### config.mk
export PLATFORM = sky130hd
export DESIGN_NAME = poisson_tridiagonal_solver_top
export DESIGN_NICKNAME = d
export VERILOG_FILES = /design/src/rtl/pts_pkg.sv /design/src/rtl/pts_front.sv /design/src/rtl/pts_div.sv /design/src/rtl/pts_back.sv /design/src/rtl/poisson_tridiagonal_solver_top.sv
export SDC_FILE = /design/constraint.sdc
export NUM_CORES = 2
export LEC_CHECK = 0
export BUFFER_PORTS_ARGS = -buffer_cell sky130_fd_sc_hd__buf_4
export CORE_AREA = 2 2 461 807
export CTS_CLUSTER_SIZE = 14
export DETAILED_ROUTE_END_ITERATION = 6
export DIE_AREA = 0 0 463 809
export GPL_TIMING_DRIVEN = 0
export HOLD_SLACK_MARGIN = 0.15
export PLACE_DENSITY = 0.65
export SYNTH_ARGS = -nofsm -noshare
export SYNTH_HDL_FRONTEND = slang
export SYNTH_MEMORY_MAX_BITS = 65536
export SYNTH_SLANG_ARGS = --single-unit
### constraint.sdc
create_clock -name clk -period 22.2 [get_ports clk]
set_clock_uncertainty 0.1 [all_clocks]
set_input_delay 3.33 -clock clk [delete_from_list [all_inputs] [get_ports clk]]
set_output_delay 3.33 -clock clk [all_outputs]
set_load 0.005 [all_outputs]
### src/rtl/pts_pkg.sv
// ----------------------------------------------------------------------------
// Tridiagonal solver package
// Shared types, sizes and constants of the Poisson tridiagonal solver.
// ----------------------------------------------------------------------------
package pts_pkg;

    localparam int MAX_POINTS = 64;
    localparam int IDX_W      = $clog2(MAX_POINTS);
    localparam int CNT_W      = $clog2(MAX_POINTS + 1);
    localparam int FRAC_BITS  = 28;
    localparam int QW         = 32;
    localparam int QUEUE_DEPTH = 2;

    localparam logic signed [QW-1:0] Q_ONE = QW'(1) <<< FRAC_BITS;
    localparam logic signed [QW-1:0] Q_TWO = QW'(2) <<< FRAC_BITS;
    localparam logic signed [QW-1:0] Q_MAX = {1'b0, {(QW-1){1'b1}}};
    localparam logic signed [QW-1:0] Q_MIN = {1'b1, {(QW-1){1'b0}}};

    typedef struct packed {
        logic signed [31:0] rhs_sample;
        logic               last_sample;
    } in_item_t;

    typedef struct packed {
        logic signed [31:0] solution_value;
        logic               last_value;
    } out_item_t;

    typedef struct packed {
        logic signed [31:0] rhs;
        logic               store;
        logic               last;
    } cmd_t;

    typedef enum logic [2:0] {
        ST_IDLE,
        ST_DIV_D,
        ST_DIV_K,
        ST_WRITE,
        ST_BACK_RD,
        ST_BACK_START,
        ST_BACK_DIV,
        ST_BACK_OUT
    } state_t;

    function automatic logic signed [QW-1:0] sat34(input logic signed [33:0] v);
        logic signed [QW-1:0] r;
        begin
            if (v > 34'(signed'(Q_MAX))) r = Q_MAX;
            else if (v < 34'(signed'(Q_MIN))) r = Q_MIN;
            else r = v[QW-1:0];
            return r;
        end
    endfunction

endpackage

### src/rtl/pts_front.sv
// ----------------------------------------------------------------------------
// Tridiagonal solver front end
// Accepts samples, decides whether each one is stored, and queues commands.
// ----------------------------------------------------------------------------
module pts_front (
    input  logic              clk,
    input  logic              rst_n,
    input  pts_pkg::in_item_t item,
    input  logic              push,
    output logic              full,
    output pts_pkg::cmd_t     cmd,
    output logic              cmd_valid,
    input  logic              cmd_take
);
    import pts_pkg::*;

    cmd_t            q_reg [QUEUE_DEPTH];
    logic [0:0]      wp_reg, rp_reg;
    logic [1:0]      cnt_reg;
    logic [CNT_W-1:0] fill_reg, fill_next;
    logic            acc;

    assign full      = (cnt_reg == 2'(QUEUE_DEPTH));
    assign acc       = push && !full;
    assign cmd_valid = (cnt_reg != 2'd0);
    assign cmd       = q_reg[rp_reg];

    always_comb
    begin
        fill_next = fill_reg;
        if (acc)
        begin
            if (item.last_sample) fill_next = '0;
            else if (fill_reg != CNT_W'(MAX_POINTS)) fill_next = fill_reg + 1'b1;
        end
    end

    always_ff @(posedge clk)
    begin
        if (acc)
        begin
            q_reg[wp_reg].rhs   <= item.rhs_sample;
            q_reg[wp_reg].store <= (fill_reg != CNT_W'(MAX_POINTS));
            q_reg[wp_reg].last  <= item.last_sample;
        end
    end

    always_ff @(posedge clk or negedge rst_n)
    begin
        if (!rst_n)
        begin
            wp_reg   <= '0;
            rp_reg   <= '0;
            cnt_reg  <= '0;
            fill_reg <= '0;
        end
        else
        begin
            fill_reg <= fill_next;
            if (acc) wp_reg <= wp_reg + 1'b1;
            if (cmd_take && cmd_valid) rp_reg <= rp_reg + 1'b1;
            cnt_reg <= cnt_reg + 2'(acc) - 2'(cmd_take && cmd_valid);
        end
    end
endmodule

### src/rtl/pts_div.sv
// ----------------------------------------------------------------------------
// Tridiagonal solver divider
// Serial restoring divider giving a rounded, saturated Q4.28 quotient.
// ----------------------------------------------------------------------------
module pts_div (
    input  logic               clk,
    input  logic               rst_n,
    input  logic               start,
    input  logic signed [33:0] num,
    input  logic signed [31:0] den,
    output logic               done,
    output logic signed [31:0] quo
);
    import pts_pkg::*;

    // The quotient of |num| << 28 by |den| needs at most 61 bits; one guard bit rounds.
    localparam int QB = 63;

    logic [61:0] dividend_reg;
    logic [31:0] den_reg;
    logic [32:0] rem_reg;
    logic [QB-1:0] q_reg;
    logic [6:0]  step_reg;
    logic        busy_reg, neg_reg, zero_reg, nz_reg, nsign_reg;
    logic [33:0] mag_num;
    logic [32:0] trial;
    logic [33:0] rem_sh;
    logic [QB-1:0] qr;
    logic [QB-2:0] qm;

    assign mag_num = num[33] ? 34'(-num) : 34'(num);
    assign rem_sh  = {rem_reg, dividend_reg[61]};
    assign trial   = 33'(rem_sh - {2'b00, den_reg});

    always_ff @(posedge clk or negedge rst_n)
    begin
        if (!rst_n)
        begin
            busy_reg <= 1'b0;
            done     <= 1'b0;
        end
        else
        begin
            done <= 1'b0;
            if (start)
            begin
                busy_reg <= 1'b1;
            end
            else if (busy_reg && step_reg == 7'(QB - 2))
            begin
                busy_reg <= 1'b0;
                done     <= 1'b1;
            end
        end
    end

    always_ff @(posedge clk)
    begin
        if (start)
        begin
            dividend_reg <= {mag_num[32:0], 29'd0};
            den_reg      <= den[31] ? 32'(-den) : 32'(den);
            rem_reg      <= '0;
            q_reg        <= '0;
            step_reg     <= '0;
            neg_reg      <= num[33] ^ den[31];
            zero_reg     <= (den == '0);
            nz_reg       <= (num == '0);
            nsign_reg    <= num[33];
        end
        else if (busy_reg)
        begin
            dividend_reg <= {dividend_reg[60:0], 1'b0};
            step_reg     <= step_reg + 1'b1;
            if (rem_sh >= {2'b00, den_reg})
            begin
                rem_reg <= trial;
                q_reg   <= {q_reg[QB-2:0], 1'b1};
            end
            else
            begin
                rem_reg <= rem_sh[32:0];
                q_reg   <= {q_reg[QB-2:0], 1'b0};
            end
        end
    end

    assign qr = q_reg + QB'(1);
    assign qm = qr[QB-1:1];

    always_comb
    begin
        if (zero_reg)
        begin
            if (nz_reg) quo = '0;
            else quo = nsign_reg ? Q_MIN : Q_MAX;
        end
        else if (neg_reg)
        begin
            if (qm > 62'd2147483648) quo = Q_MIN;
            else quo = 32'(-$signed({1'b0, qm}));
        end
        else
        begin
            if (qm > 62'd2147483647) quo = Q_MAX;
            else quo = qm[31:0];
        end
    end
endmodule

### src/rtl/pts_back.sv
// ----------------------------------------------------------------------------
// Tridiagonal solver back end
// Runs the forward sweep into the stores and the back substitution out.
// ----------------------------------------------------------------------------
module pts_back (
    input  logic               clk,
    input  logic               rst_n,
    input  pts_pkg::cmd_t      cmd,
    input  logic               cmd_valid,
    output logic               cmd_take,
    output pts_pkg::out_item_t res,
    output logic               empty,
    input  logic               pop
);
    import pts_pkg::*;

    state_t state_reg, state_next;
    logic signed [31:0] diag_mem [MAX_POINTS];
    logic signed [31:0] rhs_mem  [MAX_POINTS];
    logic signed [31:0] d_rd_reg, k_rd_reg, d_new_reg, v_reg, b_reg;
    logic [CNT_W-1:0]   cnt_reg;
    logic [IDX_W-1:0]   p_reg;
    logic               last_reg, st_reg, out_valid_reg;
    logic               div_start, div_done;
    logic signed [33:0] div_num;
    logic signed [31:0] div_den, quo;
    logic signed [31:0] wr_d, wr_k;

    pts_div u_div (
        .clk   (clk),
        .rst_n (rst_n),
        .start (div_start),
        .num   (div_num),
        .den   (div_den),
        .done  (div_done),
        .quo   (quo)
    );

    assign empty = !out_valid_reg;

    always_comb
    begin
        state_next = state_reg;
        case (state_reg)
            ST_IDLE:
                if (cmd_valid)
                begin
                    if (cmd.store && cnt_reg != '0) state_next = ST_DIV_D;
                    else state_next = ST_WRITE;
                end
            ST_DIV_D:      if (div_done) state_next = ST_DIV_K;
            ST_DIV_K:      if (div_done) state_next = ST_WRITE;
            ST_WRITE:      state_next = last_reg ? ST_BACK_RD : ST_IDLE;
            ST_BACK_RD:    state_next = ST_BACK_START;
            ST_BACK_START: state_next = ST_BACK_DIV;
            ST_BACK_DIV:   if (div_done) state_next = ST_BACK_OUT;
            ST_BACK_OUT:
                if (!out_valid_reg)
                    state_next = (p_reg == '0) ? ST_IDLE : ST_BACK_RD;
            default:       state_next = ST_IDLE;
        endcase
    end

    always_comb
    begin
        cmd_take  = (state_reg == ST_IDLE) && cmd_valid;
        div_start = 1'b0;
        div_num   = 34'(signed'(Q_ONE));
        div_den   = d_rd_reg;
        case (state_reg)
            ST_IDLE:     div_start = cmd_valid && cmd.store && cnt_reg != '0;
            ST_DIV_D:
            begin
                div_num   = 34'(k_rd_reg);
                div_start = div_done;
            end
            ST_BACK_START:
            begin
                div_num   = 34'(k_rd_reg) + 34'(v_reg);
                div_start = 1'b1;
            end
            default:     div_start = 1'b0;
        endcase
    end

    assign wr_d = (cnt_reg == '0) ? Q_TWO : d_new_reg;
    assign wr_k = (cnt_reg == '0) ? b_reg : sat34(34'(b_reg) + 34'(quo));

    always_ff @(posedge clk)
    begin
        if (state_reg == ST_IDLE && cmd_valid)
            b_reg <= cmd.rhs;
        if (state_reg == ST_DIV_D && div_done)
            d_new_reg <= sat34(34'(signed'(Q_TWO)) - 34'(quo));
        if (state_reg == ST_WRITE && st_reg)
        begin
            diag_mem[cnt_reg[IDX_W-1:0]] <= wr_d;
            rhs_mem[cnt_reg[IDX_W-1:0]]  <= wr_k;
            d_rd_reg <= wr_d;
            k_rd_reg <= wr_k;
        end
        if (state_reg == ST_BACK_RD)
        begin
            d_rd_reg <= diag_mem[p_reg];
            k_rd_reg <= rhs_mem[p_reg];
        end
        if (state_reg == ST_BACK_DIV && div_done)
        begin
            res.solution_value <= quo;
            res.last_value     <= (p_reg == '0);
        end
    end

    always_ff @(posedge clk or negedge rst_n)
    begin
        if (!rst_n)
        begin
            state_reg     <= ST_IDLE;
            cnt_reg       <= '0;
            p_reg         <= '0;
            v_reg         <= '0;
            last_reg      <= 1'b0;
            st_reg        <= 1'b0;
            out_valid_reg <= 1'b0;
        end
        else
        begin
            state_reg <= state_next;
            if (out_valid_reg && pop) out_valid_reg <= 1'b0;
            case (state_reg)
                ST_IDLE:
                    if (cmd_valid)
                    begin
                        last_reg <= cmd.last;
                        st_reg   <= cmd.store;
                    end
                ST_WRITE:
                begin
                    if (st_reg)
                    begin
                        cnt_reg <= cnt_reg + 1'b1;
                        p_reg   <= cnt_reg[IDX_W-1:0];
                    end
                    else
                        p_reg <= IDX_W'(cnt_reg - 1'b1);
                    v_reg <= '0;
                end
                ST_BACK_DIV:
                    if (div_done)
                    begin
                        v_reg         <= quo;
                        out_valid_reg <= 1'b1;
                    end
                ST_BACK_OUT:
                    if (!out_valid_reg)
                    begin
                        if (p_reg == '0)
                        begin
                            cnt_reg <= '0;
                            p_reg   <= '0;
                        end
                        else p_reg <= p_reg - 1'b1;
                    end
                default: ;
            endcase
            if (state_reg == ST_IDLE && cmd_valid && cnt_reg != '0)
                p_reg <= IDX_W'(cnt_reg - 1'b1);
        end
    end
endmodule

### src/rtl/poisson_tridiagonal_solver_top.sv
// Forward step: two 62-step serial divisions per stored sample after the first of a system.
// Back substitution: one serial division per result; the next waits until the last is taken.
// A two-entry command queue decouples sample intake from the sweep unit.
// Reset is asynchronous; stores hold no reset value and are written first.
// ----------------------------------------------------------------------------
// Poisson tridiagonal solver
// Streaming Thomas solver for the 1D Poisson system in Q4.28.
// ----------------------------------------------------------------------------
module poisson_tridiagonal_solver_top (
    input  logic               clk,
    input  logic               rst_n,
    input  pts_pkg::in_item_t  in_item,
    input  logic               push,
    output logic               full,
    output pts_pkg::out_item_t out_item,
    output logic               empty,
    input  logic               pop
);
    import pts_pkg::*;

    cmd_t cmd;
    logic cmd_valid, cmd_take;

    pts_front u_front (
        .clk       (clk),
        .rst_n     (rst_n),
        .item      (in_item),
        .push      (push),
        .full      (full),
        .cmd       (cmd),
        .cmd_valid (cmd_valid),
        .cmd_take  (cmd_take)
    );

    pts_back u_back (
        .clk       (clk),
        .rst_n     (rst_n),
        .cmd       (cmd),
        .cmd_valid (cmd_valid),
        .cmd_take  (cmd_take),
        .res       (out_item),
        .empty     (empty),
        .pop       (pop)
    );

    a_take_needs_valid: assert property (@(posedge clk) disable iff (!rst_n)
        cmd_take |-> cmd_valid) else $error("command taken from empty queue");

    a_result_holds: assert property (@(posedge clk) disable iff (!rst_n)
        (!empty && !pop) |=> (!empty && $stable(out_item)))
        else $error("waiting result changed");

endmodule

==> flow_metrics.py <==
metrics = {
    "detailed_routing": {
        "firstDrtPassIters": 7,
        "vias": 100000,
        "wl_per_cell_um": 40.9,
        "viasPerCell": 6.63,
        "dr.first_iter.drc_count": 13800,
        "wl_um": 617000,
        "ant_nets": 0,
        "route.detailed.drc": 2,
    },
    "final_layout": {
        "syn_to_final_growth_pct": 14.6,
        "fin_util_pct": 57.2,
        "final_nets": 10100,
        "drive_above_1_share_pct": 24.2,
        "design_area_um2": 210000,
    },
    "yosys": {
        "synth_flop_cell": "edfxtp_1",
        "syn_area_um2": 183000,
        "avgSynthCellArea_um2": 20.2,
        "synth_seq_area_share_pct": 73.9,
        "synth_cell_type_count": 94,
        "syn_nets": 9258,
        "synth_edf_count": 4394,
        "ys_ff_latch": 4561,
        "synthCells": 9104,
        "async_flop_share_pct": 1.40,
        "yosysWarnings": 0,
    },
    "global_route": {
        "antenna_found_initial": 34,
        "met2_usage_pct": 57.9,
        "grt-ovfl-total": 0,
        "grt_pass1_vias": 101000,
        "grt_first_pass_wirelength_um": 833000,
        "met3_usage_pct": 6.21,
        "grt_max_degree": 66,
        "use_met1_pct": 34.5,
        "gr-usage-all-layers_pct": 32.7,
        "busiest_layer": "met2",
    },
    "cts": {
        "postCtsHoldBufs": 0,
        "root_buffer": "clkbuf_16",
        "cts_buffers": 405,
        "clkLatencyLatePin_ns": 1.03,
        "clock_path_buffers": 4,
        "post_cts_buffers": 0,
        "cts_max_level": 5,
        "clkTransAtPathRegs_ns": 0.07,
        "cts_tree": "done",
        "cts.repair.resized": 0,
        "cts_sinks": 4561,
    },
    "placed_design": {
        "hpwl_um": 450000,
        "place_congestion": 0.931,
        "port_buffers": 71,
        "placed_area_um2": 198000,
        "preCtsSetupSlack_ns": 9.27,
    },
    "power": {
        "p_per_area_nw_per_um2": 160,
        "irDropWorstVdd_mv": 0.188,
        "leakagePower_nw": 66.7,
    },
    "worst_hold_path": {
        "hold_start": "u_back.u_div.step_reg[6]",
        "hp-class": "reg -> reg",
    },
    "sta": {
        "finalHoldViolCount": 0,
        "min_period_ns": 13.31,
        "maxSlewViolCount": 97,
        "fin_setup_tns_ns": 0,
        "slew_headroom_pct": -10.9,
        "whs_ns": 0.380,
        "worst_pin_slew_ns": 1.66,
        "setup_slack_ns": 8.89,
        "max_freq_ghz": 0.0751,
        "setup_viol": 0,
        "period_share_pct": 60.0,
        "rsz0062_at_grt": "no",
    },
    "critical_path": {
        "worstSetupStartpointType": "flop",
        "worstSetupStartpoint": "u_back.u_div.q_reg[0]",
        "cp_slowest_stage_delay_ns": 1.11,
        "critical_path_class": "reg -> reg",
        "critPathArrivalTime_ns": 13.92,
        "cp_max_fo": 41,
        "timing.rr.start": "u_back.u_div.q_reg[0]",
        "required_ns": 22.80,
        "slowest_stage": "nor4_2",
        "critPathCaptureType": "flop",
    },
    "floorplan": {
        "die_area_um2": 375000,
        "die_w_um": 463,
        "core_area_um2": 368000,
        "num_rows": 295,
        "dieHeight_um": 809,
        "io_pins": 72,
        "start_util_pct": 49.9,
    },
    "flow_run": {
        "drv_cap": 10,
    },
    "run_status": {
        "status": "complete, but fails checks",
        "violations": "design-rule violations, max-capacitance violations, max-slew violations",
    },
}
==> power breakdown <==
part / internal, mW / switching [mW] / total, mW
Combinational: 4.47 / 9.43 / 13.9
Sequential: 12.8 / 0.204 / 13.0
Clock: 3.56 / 3.15 / 6.71
==> cell usage after synthesis (all sizes together), types with 47 or more instances <==
cell type | instances | area (µm²)
nand3 | 95 | 480
o21ai | 247 | 1240
nor2 | 375 | 1410
nor3 | 71 | 370
and2 | 54 | 338
a21o | 47 | 353
nand2 | 309 | 1160
clkbuf | 331 | 1240
buf | 157 | 638
dfrtp | 64 | 1600
mux4 | 1223 | 27500
a21oi | 197 | 986
mux2i | 234 | 2340
inv | 113 | 424
edfxtp | 4394 | 132000
a211oi | 48 | 365
xor2 | 86 | 753
mux2 | 58 | 653
o221ai | 59 | 517
ha | 114 | 1430
dfxtp | 103 | 2060
xnor2 | 143 | 1250
==> cells by family (layout without fill, tap and decap cells) <==
group | Yosys count | after routing | synth area share [%]
mux | 1515 | 1515 | 16.6
xor+xnor | 229 | 229 | 1.09
compound gates | 902 | 902 | 3.21
buf+inv | 604 | 1695 | 1.26
simple gates | 1167 | 1167 | 3.03
flops | 4561 | 4561 | 73.9
fa+ha+maj | 126 | 126 | 0.859
other cells | 0 | 19 | 0
==> critical path: cells and delay by family (launching register included) <==
family	cells	cell delay, ns
muxes	1	0.40
AOI/OAI and AO/OA	11	4.75
buffers and inverters	5	2.19
and+or+nand+nor	8	3.77
xor gates and xnor gates	2	0.46
DFF	1	0.36
adders and majority gates	3	0.89
==> metal layers <==
metal	wire [µm]	up-vias
li1	-	39300
met1	186000	52800
met4	58100	20
met5	138	-
met3	53000	1788
met2	321000	6306
==> placed cells by master, fill, tap and decap left out, types with 62 or more instances in the layout <==
cell and count:
xor2_1 86, dfxtp_1 103, clkbuf_1 400, mux2i_1 234, xnor2_1 143, clkinv_1 76
clkbuf_16 408, inv_1 109, nand2_1 308, buf_16 62, edfxtp_1 4394, nand3_1 94
nor2_4 68, o21ai_0 210, nor2_1 307, ha_1 114, a21oi_1 185, dfrtp_1 64
buf_1 99, nor3_1 68, buf_12 264, buf_4 78, mux4_2 1223
==> stage by stage <==
stage	cells	power [mW]
after floorplan	9104	20.5
final	15100	33.6
after global placement	14100	26.0
after global routing	15100	34.4
after detailed placement	14400	26.8
after CTS	15100	33.4
==> final timing paths <==
path | to | slack [ns] | depth (start not counted)
worst max-delay path | u_back.k_rd_reg[11] | 8.89 | 30
worst min-delay path | u_back.u_div.done | 0.38 | 1
worst max register to register | u_back.k_rd_reg[11] | 8.89 | 30
worst min register to register | u_back.u_div.done | 0.38 | 1
max in group asynchronous | u_back.cnt_reg[4] | 18.80 | 1
min in group asynchronous | u_back.v_reg[24] | 2.45 | 1
==> area by class of cell <==
| class | instances | area (µm²) |
|---|---|---|
| inverters | 116 | 435 |
| clock buffers | 520 | 10700 |
| diodes | 19 | 47.5 |
| multi-input cells | 3939 | 46500 |
| flip-flops and latches | 4561 | 136000 |
| clock inverters | 160 | 1300 |
| fillers | 26900 | 158000 |
| repair buffers | 411 | 7690 |
| well taps | 4900 | 6130 |
| plain buffers | 488 | 1970 |
Power figures use the tool's default switching activity.
